[src/hdl/pic_pkg.sv]
`default_nettype none
package pic_pkg;

  typedef enum logic [3:0] {
    S_CLEAR, S_IDLE, S_DEC, S_CLS, S_EXEC, S_TH, S_SCAN, S_DRAIN, S_LINE, S_CLAIM, S_DONE
  } state_t;

  typedef enum logic [3:0] {
    K_NONE, K_PRIO_RD, K_PRIO_WR, K_PEND_RD, K_EN_RD, K_EN_WR,
    K_TH_RD, K_TH_WR, K_CLAIM, K_COMPLETE, K_SRC, K_REFRESH
  } kind_t;

  localparam logic [1:0] ACT_READ    = 2'd0;
  localparam logic [1:0] ACT_WRITE   = 2'd1;
  localparam logic [1:0] ACT_SOURCE  = 2'd2;
  localparam logic [1:0] ACT_REFRESH = 2'd3;

  localparam logic [31:0] PRIO_END  = 32'h0000_1000;
  localparam logic [31:0] PEND_BASE = 32'h0000_1000;
  localparam logic [31:0] PEND_END  = 32'h0000_1080;
  localparam logic [31:0] EN_BASE   = 32'h0000_2000;
  localparam logic [31:0] TH_BASE   = 32'h0020_0000;
  localparam logic [31:0] TH_STRIDE = 32'h0000_1000;
  localparam logic [13:0] EN_CTX_OFS = 14'(EN_BASE >> 7);   // 0x80 per context
  localparam logic [19:0] TH_CTX_OFS = 20'(TH_BASE >> 12);
  localparam logic [11:0] SUB_CLAIM  = 12'h004;
  localparam logic [31:0] PRIO_MASK  = 32'h7FFF_FFFF;
  localparam int PRIO_W = 31;

  localparam logic [1:0] REG_BASE = 2'd0;

  typedef struct packed {
    logic latch;
    logic dec;
    logic cls;
    logic exec;
    logic clr_step;
    logic scan_init;
    logic scan_issue;
    logic line_upd;
    logic ctx_next;
    logic claim_save;
  } cmd_t;

  typedef struct packed {
    kind_t kind;
    logic  clr_last;
    logic  id_last;
    logic  ctx_last;
    logic  best_nz;
  } stat_t;

  function automatic logic refreshes_all(kind_t k);
    return (k == K_PRIO_WR) || (k == K_SRC) || (k == K_REFRESH);
  endfunction

endpackage
`default_nettype wire

[src/hdl/platform_interrupt_controller.sv]
`default_nettype none
// Platform interrupt controller. Pulse start while busy is low to hand over one
// transfer (bus read, bus write, source pending update or refresh of all lines);
// busy rises the next cycle, and done pulses for exactly one cycle with read_data
// and irq_lines, which the receiver must take then: it cannot stall the block.
// Reads, ignored accesses and pending reads go through the decode, classify and
// execute states and then raise done; busy drops in the cycle after done. Anything
// that re-evaluates a context adds a winner scan of one source per cycle over the
// priority and enable memories: once for enable, threshold and completion writes
// and for a claim that finds no winner, twice for a claim that finds one, and
// 2*HART_COUNT times, once per context, for priority writes, source updates and
// refreshes. After reset the block clears its memories with busy high; the base
// address register stays writable.
module platform_interrupt_controller #(
  parameter int SRC_MAX    = 63,
  parameter int HART_COUNT = 2
) (
  input  wire logic        clk,
  input  wire logic        rst,
  input  wire logic        start,
  output logic             busy,
  input  wire logic [1:0]  action,
  input  wire logic [31:0] address,
  input  wire logic        word_access,
  input  wire logic [31:0] write_data,
  input  wire logic [9:0]  src_id,
  input  wire logic        pending_level,
  output logic             done,
  output logic [31:0]      read_data,
  output logic [3:0]       irq_lines,
  input  wire logic        psel,
  input  wire logic        penable,
  input  wire logic        pwrite,
  input  wire logic [1:0]  paddr,
  input  wire logic [31:0] pwdata,
  output logic [31:0]      prdata,
  output logic             pready
);
  import pic_pkg::*;

  cmd_t        cmd;
  stat_t       stat;
  logic [31:0] base_address;

  assign pready = 1'b1;

  always_ff @(posedge clk) begin
    if (rst) base_address <= '0;
    else if (psel && penable && pwrite && pready && ((paddr >> 2) == REG_BASE))
      base_address <= pwdata;
  end

  assign prdata = ((paddr >> 2) == REG_BASE) ? base_address : 32'd0;

  pic_ctrl u_ctrl (
    .clk   (clk),
    .rst   (rst),
    .start (start),
    .busy  (busy),
    .done  (done),
    .cmd   (cmd),
    .stat  (stat)
  );

  pic_dp #(
    .SRC_MAX    (SRC_MAX),
    .HART_COUNT (HART_COUNT)
  ) u_dp (
    .clk           (clk),
    .rst           (rst),
    .cmd           (cmd),
    .stat          (stat),
    .base_address  (base_address),
    .action        (action),
    .address       (address),
    .word_access   (word_access),
    .write_data    (write_data),
    .src_id        (src_id),
    .pending_level (pending_level),
    .read_data     (read_data),
    .irq_lines     (irq_lines)
  );

endmodule
`default_nettype wire

[src/hdl/pic_ctrl.sv]
`default_nettype none
module pic_ctrl (
  input  wire logic          clk,
  input  wire logic          rst,
  input  wire logic          start,
  output logic               busy,
  output logic               done,
  output pic_pkg::cmd_t      cmd,
  input  wire pic_pkg::stat_t stat
);
  import pic_pkg::*;

  state_t state, state_next;
  logic   second, second_next;

  always_ff @(posedge clk) begin
    if (rst) begin
      state  <= S_CLEAR;
      second <= 1'b0;
    end else begin
      state  <= state_next;
      second <= second_next;
    end
  end

  always_comb begin
    state_next  = state;
    second_next = second;
    cmd         = '0;
    busy        = (state != S_IDLE);
    done        = 1'b0;
    unique case (state)
      S_CLEAR: begin
        cmd.clr_step = 1'b1;
        if (stat.clr_last) state_next = S_IDLE;
      end
      S_IDLE: begin
        if (start) begin
          cmd.latch   = 1'b1;
          second_next = 1'b0;
          state_next  = S_DEC;
        end
      end
      S_DEC: begin
        cmd.dec    = 1'b1;
        state_next = S_CLS;
      end
      S_CLS: begin
        cmd.cls    = 1'b1;
        state_next = S_EXEC;
      end
      S_EXEC: begin
        cmd.exec = 1'b1;
        unique case (stat.kind)
          K_PRIO_WR, K_SRC, K_REFRESH, K_EN_WR, K_TH_WR, K_COMPLETE, K_CLAIM:
            state_next = S_TH;
          default: state_next = S_DONE;
        endcase
      end
      S_TH: begin
        cmd.scan_init = 1'b1;
        state_next    = S_SCAN;
      end
      S_SCAN: begin
        cmd.scan_issue = 1'b1;
        if (stat.id_last) state_next = S_DRAIN;
      end
      S_DRAIN: begin
        if (stat.kind == K_CLAIM && !second) state_next = S_CLAIM;
        else state_next = S_LINE;
      end
      S_CLAIM: begin
        // winner's pending bit drops here; if there was a winner, the line is searched again
        cmd.claim_save = 1'b1;
        if (stat.best_nz) begin
          second_next = 1'b1;
          state_next  = S_TH;
        end else begin
          state_next = S_DONE;
        end
      end
      S_LINE: begin
        cmd.line_upd = 1'b1;
        if (refreshes_all(stat.kind) && !stat.ctx_last) begin
          cmd.ctx_next = 1'b1;
          state_next   = S_TH;
        end else begin
          state_next = S_DONE;
        end
      end
      S_DONE: begin
        done       = 1'b1;
        state_next = S_IDLE;
      end
      default: state_next = S_IDLE;
    endcase
  end

endmodule
`default_nettype wire

[src/hdl/pic_dp.sv]
`default_nettype none
module pic_dp #(
  parameter int SRC_MAX    = 63,
  parameter int HART_COUNT = 2
) (
  input  wire logic           clk,
  input  wire logic           rst,
  input  wire pic_pkg::cmd_t  cmd,
  output pic_pkg::stat_t      stat,
  input  wire logic [31:0]    base_address,
  input  wire logic [1:0]     action,
  input  wire logic [31:0]    address,
  input  wire logic           word_access,
  input  wire logic [31:0]    write_data,
  input  wire logic [9:0]     src_id,
  input  wire logic           pending_level,
  output logic [31:0]         read_data,
  output logic [3:0]          irq_lines
);
  import pic_pkg::*;

  localparam int NCTX   = 2 * HART_COUNT;
  localparam int NWORDS = SRC_MAX / 32 + 1;
  localparam int CW     = $clog2(NCTX);
  localparam int IW     = $clog2(SRC_MAX + 1);
  localparam int WW     = (NWORDS > 1) ? $clog2(NWORDS) : 1;
  localparam int PD     = 1 << IW;
  localparam int ED     = 1 << (CW + WW);
  localparam int TD     = 1 << CW;
  localparam int CLR_N  = (PD > ED) ? PD : ED;
  localparam int CLRW   = (CLR_N > 1) ? $clog2(CLR_N) : 1;
  localparam logic [32:0] TH_END = 33'(TH_BASE) + 33'(NCTX) * 33'(TH_STRIDE);

  // transfer capture
  logic [1:0]  act_q;
  logic [31:0] addr_q, data_q;
  logic        word_q, lvl_q;
  logic [9:0]  src_q;
  logic [31:0] off_q;
  logic        below_q;

  kind_t          kind_q, dec_kind;
  logic [CW-1:0]  ctx_q, dec_ctx;
  logic [WW-1:0]  widx_q;
  logic [IW-1:0]  pidx_q;

  logic [PRIO_W-1:0] prio_mem [PD];
  logic [31:0]       en_mem [ED];
  logic [PRIO_W-1:0] thr_mem [TD];
  logic [PRIO_W-1:0] prio_q, thr_q;
  logic [31:0]       en_q;
  logic [SRC_MAX:0]  pend;
  logic [NCTX-1:0]   line;
  logic [CLRW-1:0]   clr_q;

  logic [IW-1:0]     id_q, id_d, best_id;
  logic [PRIO_W-1:0] best_p;
  logic              cmp_v, hit;
  logic [31:0]       rd_q;

  logic [IW-1:0]      prio_ra;
  logic [CW+WW-1:0]   en_ra;
  logic [CW-1:0]      thr_ra;
  logic [(1<<WW)*32-1:0] pend_ext;

  always_ff @(posedge clk) begin
    if (cmd.latch) begin
      act_q  <= action;
      addr_q <= address;
      word_q <= word_access;
      data_q <= write_data;
      src_q  <= src_id;
      lvl_q  <= pending_level;
    end
    if (cmd.dec) begin
      off_q   <= addr_q - base_address;
      below_q <= (addr_q < base_address);
    end
  end

  // region decode on the registered offset
  always_comb begin
    logic [13:0] en_c;
    logic [19:0] th_c;
    logic [11:0] sub;
    logic [9:0]  p_idx;
    logic [4:0]  w;
    logic        wr;
    en_c     = off_q[20:7] - EN_CTX_OFS;
    th_c     = off_q[31:12] - TH_CTX_OFS;
    sub      = off_q[11:0];
    p_idx    = off_q[11:2];
    w        = off_q[6:2];
    wr       = (act_q == ACT_WRITE);
    dec_kind = K_NONE;
    dec_ctx  = '0;
    unique case (act_q)
      ACT_READ, ACT_WRITE: begin
        if (word_q && !below_q) begin
          if (off_q < PRIO_END) begin
            if (p_idx != 10'd0 && 32'(p_idx) <= 32'(SRC_MAX))
              dec_kind = wr ? K_PRIO_WR : K_PRIO_RD;
          end else if (off_q >= PEND_BASE && off_q < PEND_END) begin
            if (!wr && 32'(w) < 32'(NWORDS)) dec_kind = K_PEND_RD;
          end else if (off_q >= EN_BASE && off_q < TH_BASE) begin
            dec_ctx = CW'(en_c);
            if (32'(en_c) < 32'(NCTX) && 32'(w) < 32'(NWORDS))
              dec_kind = wr ? K_EN_WR : K_EN_RD;
          end else if ({1'b0, off_q} >= 33'(TH_BASE) && {1'b0, off_q} < TH_END) begin
            dec_ctx = CW'(th_c);
            if (sub == 12'd0) begin
              dec_kind = wr ? K_TH_WR : K_TH_RD;
            end else if (sub == SUB_CLAIM) begin
              if (!wr) dec_kind = K_CLAIM;
              else if (data_q != 32'd0 && data_q <= 32'(SRC_MAX)) dec_kind = K_COMPLETE;
            end
          end
        end
      end
      ACT_SOURCE: begin
        if (src_q != 10'd0 && 32'(src_q) <= 32'(SRC_MAX)) dec_kind = K_SRC;
      end
      ACT_REFRESH: dec_kind = K_REFRESH;
      default: dec_kind = K_NONE;
    endcase
  end

  always_ff @(posedge clk) begin
    if (rst) begin
      kind_q <= K_NONE;
      ctx_q  <= '0;
    end else if (cmd.cls) begin
      kind_q <= dec_kind;
      ctx_q  <= refreshes_all(dec_kind) ? '0 : dec_ctx;
    end else if (cmd.ctx_next) begin
      ctx_q <= ctx_q + 1'b1;
    end
  end

  always_ff @(posedge clk) begin
    if (cmd.cls) begin
      widx_q <= WW'(off_q[6:2]);
      pidx_q <= IW'(off_q[11:2]);
    end
  end

  // outside a scan the addresses come straight from the decode, so register reads
  // are ready in the execute cycle
  assign prio_ra = cmd.scan_issue ? id_q : IW'(off_q[11:2]);
  assign en_ra   = cmd.scan_issue ? {ctx_q, WW'(id_q >> 5)} : {dec_ctx, WW'(off_q[6:2])};
  assign thr_ra  = cmd.cls ? dec_ctx : ctx_q;

  // memories: clearing sweep after reset, then bus writes
  always_ff @(posedge clk) begin
    if (cmd.clr_step) begin
      prio_mem[clr_q[IW-1:0]]    <= '0;
      en_mem[clr_q[CW+WW-1:0]]   <= '0;
      thr_mem[clr_q[CW-1:0]]     <= '0;
    end else if (cmd.exec) begin
      if (kind_q == K_PRIO_WR) prio_mem[pidx_q] <= PRIO_W'(data_q & PRIO_MASK);
      if (kind_q == K_EN_WR)   en_mem[{ctx_q, widx_q}] <= data_q;
      if (kind_q == K_TH_WR)   thr_mem[ctx_q] <= PRIO_W'(data_q & PRIO_MASK);
    end
    prio_q <= prio_mem[prio_ra];
    en_q   <= en_mem[en_ra];
    thr_q  <= thr_mem[thr_ra];
  end

  always_ff @(posedge clk) begin
    if (rst) clr_q <= '0;
    else if (cmd.clr_step) clr_q <= clr_q + 1'b1;
  end

  always_ff @(posedge clk) begin
    if (rst) begin
      pend <= '0;
    end else if (cmd.exec && kind_q == K_SRC) begin
      pend[IW'(src_q)] <= lvl_q;
    end else if (cmd.exec && kind_q == K_COMPLETE) begin
      pend[IW'(data_q)] <= 1'b0;
    end else if (cmd.claim_save && best_id != '0) begin
      pend[best_id] <= 1'b0;
    end
  end

  assign pend_ext = ((1<<WW)*32)'(pend);

  // winner scan: issue one source a cycle, compare it the next
  assign hit = cmp_v && pend[id_d] && en_q[5'(id_d)] &&
               (prio_q > thr_q) && (prio_q > best_p);

  always_ff @(posedge clk) begin
    cmp_v <= cmd.scan_issue;
    if (cmd.scan_issue) id_d <= id_q;
    if (cmd.scan_init) begin
      id_q    <= IW'(1);
      best_id <= '0;
      best_p  <= '0;
    end else begin
      if (cmd.scan_issue) id_q <= id_q + 1'b1;
      if (hit) begin
        best_id <= id_d;
        best_p  <= prio_q;
      end
    end
  end

  always_ff @(posedge clk) begin
    if (rst) line <= '0;
    else if (cmd.line_upd) line[ctx_q] <= (best_id != '0);
  end

  always_ff @(posedge clk) begin
    if (cmd.exec) begin
      unique case (kind_q)
        K_PRIO_RD: rd_q <= 32'(prio_q);
        K_PEND_RD: rd_q <= pend_ext[widx_q*32 +: 32];
        K_EN_RD:   rd_q <= en_q;
        K_TH_RD:   rd_q <= 32'(thr_q);
        default:   rd_q <= 32'd0;
      endcase
    end else if (cmd.claim_save) begin
      rd_q <= 32'(best_id);
    end
  end

  assign read_data = rd_q;
  assign irq_lines = 4'(line);

  always_comb begin
    stat.kind     = kind_q;
    stat.clr_last = (clr_q == CLRW'(CLR_N - 1));
    stat.id_last  = (id_q == IW'(SRC_MAX));
    stat.ctx_last = (ctx_q == CW'(NCTX - 1));
    stat.best_nz  = (best_id != '0);
  end

endmodule
`default_nettype wire

[config.mk]
export PLATFORM = sky130hd
export DESIGN_NAME = platform_interrupt_controller
export DESIGN_NICKNAME = d
export VERILOG_FILES = /design/src/hdl/pic_pkg.sv /design/src/hdl/platform_interrupt_controller.sv /design/src/hdl/pic_ctrl.sv /design/src/hdl/pic_dp.sv
export SDC_FILE = /design/constraint.sdc
export NUM_CORES = 2
export LEC_CHECK = 0
export ABC_AREA = 1
export BUFFER_PORTS_ARGS = -buffer_cell sky130_fd_sc_hd__buf_2
export CAP_MARGIN = 20
export CORE_ASPECT_RATIO = 0.75
export CORE_UTILIZATION = 43
export CTS_BUF_LIST = sky130_fd_sc_hd__clkbuf_4
export DETAILED_ROUTE_END_ITERATION = 10
export PLACE_DENSITY = 0.58
export SLEW_MARGIN = 40
export SYNTH_ARGS = -nofsm -noshare
export SYNTH_HDL_FRONTEND = slang
export SYNTH_SLANG_ARGS = --single-unit
[constraint.sdc]
create_clock -name clk -period 9.55 [get_ports clk]
set_input_delay 1.91 -clock clk [delete_from_list [all_inputs] [get_ports clk]]
set_output_delay 1.91 -clock clk [all_outputs]
set_load 0.01 [all_outputs]
* After elaboration in Yosys (flattened, before gate mapping) *
Memories as Yosys holds them, arrays and structs flattened. A register that Yosys moved wholly into a read port is not among the register bits.
Index checks and enable logic that the tools add are counted.

word-level totals
  output and inout port bits = 71
  register bits after elaboration = 317
  memories = 3
  RAM bits = 2364
  logic and storage cells = 244

operators by class
  equality and inequality tests = 36
  $add $sub $neg = 6
  bitwise logic cells = 4
  shifts and indexed selects = 1
  reduce and logical (&&, ||, !) cells = 50
  magnitude comparators = 25
  multiplexer cells = 95

memories
  memory         depth  width  read ports  clocked after Yosys merged registers in  wr ports  line          source
  u_dp.prio_mem  64     31     1           1                                        1         pic_dp.sv:47  logic [PRIO_W-1:0] prio_mem [PD];
  u_dp.en_mem    8      32     1           1                                        1         pic_dp.sv:48  logic [31:0] en_mem [ED];
  u_dp.thr_mem   4      31     1           1                                        1         pic_dp.sv:49  logic [PRIO_W-1:0] thr_mem [TD];

operators by type and width
  operator                count
  $mux W64                3
  $and A64 B64 Y64        2
  $not A64 Y64            2
  $pmux W32 S4            1
  $mux W32                3
  $mux W4                 18
  $bwmux W64              1
  $lt A32 B13 Y1 const B  2
  $lt A32 B22 Y1 const B  2
  $shiftx A64 B7 Y32      1
  $gt A31 B31 Y1          2
  $mux W31                2
  $reduce_or A31 Y1       2
  $pmux W4 S10            1
  $mux W1                 39
  $eq A4 B4 Y1 const B    9
  $eq A4 B3 Y1 const B    8
  $ge A32 B13 Y1 const B  1
  $ge A32 B14 Y1 const B  1
  $ge A32 B22 Y1 const B  1
  $le A32 B6 Y1 const B   1
  $lt A32 B32 Y1          1
  $reduce_bool A32 Y1     1
  $reduce_or A32 Y1       1
  other kinds (44)        112

* Longest topological paths before layout *
  depth after elaboration = 17
  mapped depth = 17
  depth with buffers taken out = 15

* Cells and area by module *
Synthesis repeated with hierarchy kept, for this count alone.

unflattened totals
  cell total of the unflattened synthesis = 9558
  area, all modules = 114499.8 sq um

by module, submodules not included
  module                         cells each  area each (sq um)  times used
  pic_dp                         9262        112670.6           1
  platform_interrupt_controller  205         1336.3             1
  pic_ctrl                       91          493.0              1

* Worst setup path before layout *
No wires, ideal clock.

  path kind = input -> register
  start point = in start
  end point = reg u_dp.act_q[0] (enable)
  data required time = 8.937 ns
  arrival = 7.298 ns
  setup slack = 1.640 ns
  stages on the path = 2
  path through = nor2_1 -> nor3_1

RTL lines
  what                  line                                 source
  from (decl)           platform_interrupt_controller.sv:20  input wire logic start,
  to (signal assigned)  pic_dp.sv:68                         act_q <= action;
  to (decl)             pic_dp.sv:35                         logic [1:0] act_q;

* Final worst setup path *
  start point = reg u_ctrl.state[3]
  end point = reg u_dp.prio_q[21] (read register of u_dp.prio_mem)

between the ends
  cells in the longest elaborated chain, start to end = 3

ends and longest elaborated chain
  what                    line            source
  from (decl)             pic_ctrl.sv:13  state_t state, state_next;
  from (signal assigned)  pic_ctrl.sv:21  state <= state_next;
  $eq A4 B3 Y1            pic_ctrl.sv:32  unique case (state)
  $mux W1                 pic_ctrl.sv:32
  $mux W6                 pic_dp.sv:149   assign prio_ra = cmd.scan_issue ? id_q : IW'(off_q[11:2]);
  to (decl)               pic_dp.sv:50    logic [PRIO_W-1:0] prio_q, thr_q;

Every way passes these cells.
A chain may end at the register's enable or synchronous reset.

==> impl_results.md <==
- Gate Count Post-Synth: about 9,700
- Post-synthesis register bit count: 2,774
- CP Class: reg2reg
- Asr flop ratio synth: 0
- Non-Filler Instances: 14,319
- Slowest CP cell: buf_6
- Synth top area share: 0.643
- Placer Congestion: roughly 0.9
- CTS tree: done
- Remaining DRCs: 0
- Sequential cell area fraction in the yosys report: 0.686
- Clock transition at path regs: 0.07 ns
- Placed cell area: approximately 120,000 µm²
- Crit. End Element: flip-flop
- Startpoint Class: flip-flop
- CTS HTree Levels: 6
- Chip Height: about 460 µm
- Vias: 81,487
- P&R area growth vs syn: 12.4%
- Clock sink count: 2,774
- GR peak layer: met1
- Synth area leader: edfxtp_1
- Worst-Skew Late Latency: between 1 and 1.5 ns
- YS warnings: 0
- Arr. time, crit path: about 6.1 ns
- Total gr overflow: 0
- CTS Root Cell: clkbuf_4
- Maxcap violations: 0
- Netlist cell types: 58
- Final min period: a little under 5 ns
- Worst hold margin: 0.369 ns
- Critical path depth: 13
- Setup violators final: 0
- Largest cells by area after synthesis: edfxtp_1 (64%), o211ai_1 (6.1%), nand3_1 (5.3%)
- Core Region: ~270,000 µm²
- Fin util: 0.488
- Io pins: between 150 and 200
- CP max stage delay: roughly 0.57 ns
- Mapped Nets: about 10,000
- Placed cells: 13,125
- Data required, critical path: approximately 11 ns
- Reg2reg setup slack: roughly 4.7 ns
- Crit-path cells: nor2_4 -> nand2_2 -> nand2_4 -> nand2_8 -> buf_6 -> buf_12 -> or2_2 -> o211ai_1 -> nand3_1 -> nand3_1 -> nand3_1 -> nand3_1 -> nand2_1
- Starting Density: 0.434
- Leakage: between 40 and 50 nW
- Number of flops mapped to enable cells by yosys: between 2,000 and 3,000
- Die Area: 276,000 µm²
- Run status: finished, final reports clean
- Total power: approximately 24 mW
- Slew HR: 0.317
- Most common cell on crit path: nand3_1
- Max Freq: about 210 MHz
- Most common cell after layout, fill and taps aside: edfxtp_1
- TNS Setup: 0 ns
- Final WS setup: about 4.7 ns
- FF-to-FF path depth: 13
- Setup Fix Bufs, Post-CTS: 0
- Setup slack at placement: approximately 4.7 ns
- Pin count of the biggest net entering global routing: roughly 220
- Post-DP HPWL: 207,000 µm
- Initial DRC Count: ~9,000
- CTS Hold Bufs: 0
- Routed wire length: between 300,000 and 400,000 µm
- Initial antenna violation count: 39
- Ys flop type: edfxtp_1
- Avg WL per Cell: between 20 and 30 µm
- Met3 Resource Use GR: 0.0693
- Rows: 165
- RSZ-0062 raised after global routing: false
- Worst Path Buf+Inv: 2
- Vias in the first global route: between 70,000 and 80,000
- Detail Route Antenna Nets: 0
- CTS Buf Count: about 700
- Syn Area/Cell: about 12 µm²
- Crit path max fanout: between 150 and 200
- Filler cell count: about 24,000
- Met2 Usage GRT: 0.375
- Met1 GRT Util: 0.379
- Port Buffers: between 150 and 200
- Final Skew: 0.0997 ns
- Crit-path leading delay family: simple AND/OR/NAND/NOR gates
- Power density cells: 180 nW/µm²
- Cells on Worst Hold Path: 0
- Worst ir drop on vdd: roughly 0.0001 V
- Worst slew pin tran: ~1.0 ns
- Layout cells sized above 1: 0.211
- Tot GR Track Use: 0.259
- Hold Fails Final Rpt: 0
- First-pass GRT wire length: between 500,000 and 600,000 µm
- Post-cts sizing count: 0
- Drt pass-1 iters: 6
- Post-Syn Area: 118,000 µm²
- Post-Layout Inst Area: 132,000 µm²
- Slew Limit Fails: 0
- Max Buffers Root-to-Sink: 4
- Worst hold path class: reg2reg
- Fin nets: 10,445
- Tcrit/Tclk final: 0.504
- Most frequent cells in the layout: edfxtp_1 (2,519), nand2_1 (1,295), nand3_1 (1,230), clkbuf_4 (1,000), o211ai_1 (964)
- Die extent in x: roughly 610 µm
- Via/cell ratio: approximately 5.7
## power breakdown
| part | switching, mW | internal [mW] | total, mW |
|---|---|---|---|
| clock network | 4.79 | 5.18 | 9.97 |
| registers | 0.0851 | 13.2 | 13.3 |
| logic | 0.338 | 0.140 | 0.478 |
## flip-flops by register name, indices dropped and copies added (netlist names), 4 cells and up
register	count
u_dp.prio_mem	1984
u_dp.en_mem	256
u_dp.thr_mem	124
u_dp.pend	64
prdata	32
u_dp.addr_q	32
u_dp.data_q	32
u_dp.en_q	32
u_dp.off_q	32
u_dp.read_data	32
u_dp.best_p	31
u_dp.prio_q	31
u_dp.thr_q	31
u_dp.src_q	10
u_dp.best_id	6
u_dp.clr_q	6
u_dp.id_d	6
u_dp.id_q	6
u_dp.pidx_q	6
u_ctrl.state	4
u_dp.irq_lines	4
u_dp.kind_q	4
## cell type report
cell class | instances | area, µm² | area share
tap | 3590 | 4490 | 0.0340
clock inverter | 172 | 1120 | 0.00848
multi-input combinational | 5697 | 32800 | 0.248
inverter | 658 | 2520 | 0.0190
antenna | 13 | 32.5 | 0.000246
timing repair buffer | 415 | 3040 | 0.0230
clock buffer | 1000 | 7510 | 0.0568
sequential | 2774 | 80700 | 0.610
## logic make-up (layout without fill, tap and decap cells)
group	count (synthesis)	after routing	synth area share
AOI/OAI and AO/OA	1561	1561	0.0914
muxes	128	128	0.0109
and+or+nand+nor	3879	3879	0.155
DFF	2774	2774	0.686
adders and majority gates	101	101	0.0108
buffers and inverters	1259	2245	0.0437
xor gates and xnor gates	27	27	0.00201
other	1	14	0.0000319
## layer usage
layer	wire length [µm]	share of wire	vias up
met5	159	0.00044	-
met4	9670	0.027	22
met3	38900	0.11	557
met2	155000	0.43	3849
met1	160000	0.44	40218
li1	-	-	36841
## path summary, 6_finish.rpt
check / startpoint / end
max: u_ctrl.state[3] / u_dp.prio_q[21]
min reg2reg: u_dp.off_q[2] / u_dp.pidx_q[0]
max reg2reg: u_ctrl.state[3] / u_dp.prio_q[21]
min: u_dp.off_q[2] / u_dp.pidx_q[0]
## synthesized netlist by cell type (all sizes together), types with 208 or more instances
master	number
nand3	1237
nand2	1306
or2	720
clkbuf	278
dfxtp	255
o211ai	964
o21ai	208
edfxtp	2519
a21oi	228
buf	323
nor2	474
inv	648
(Power assumes the default switching activity.)
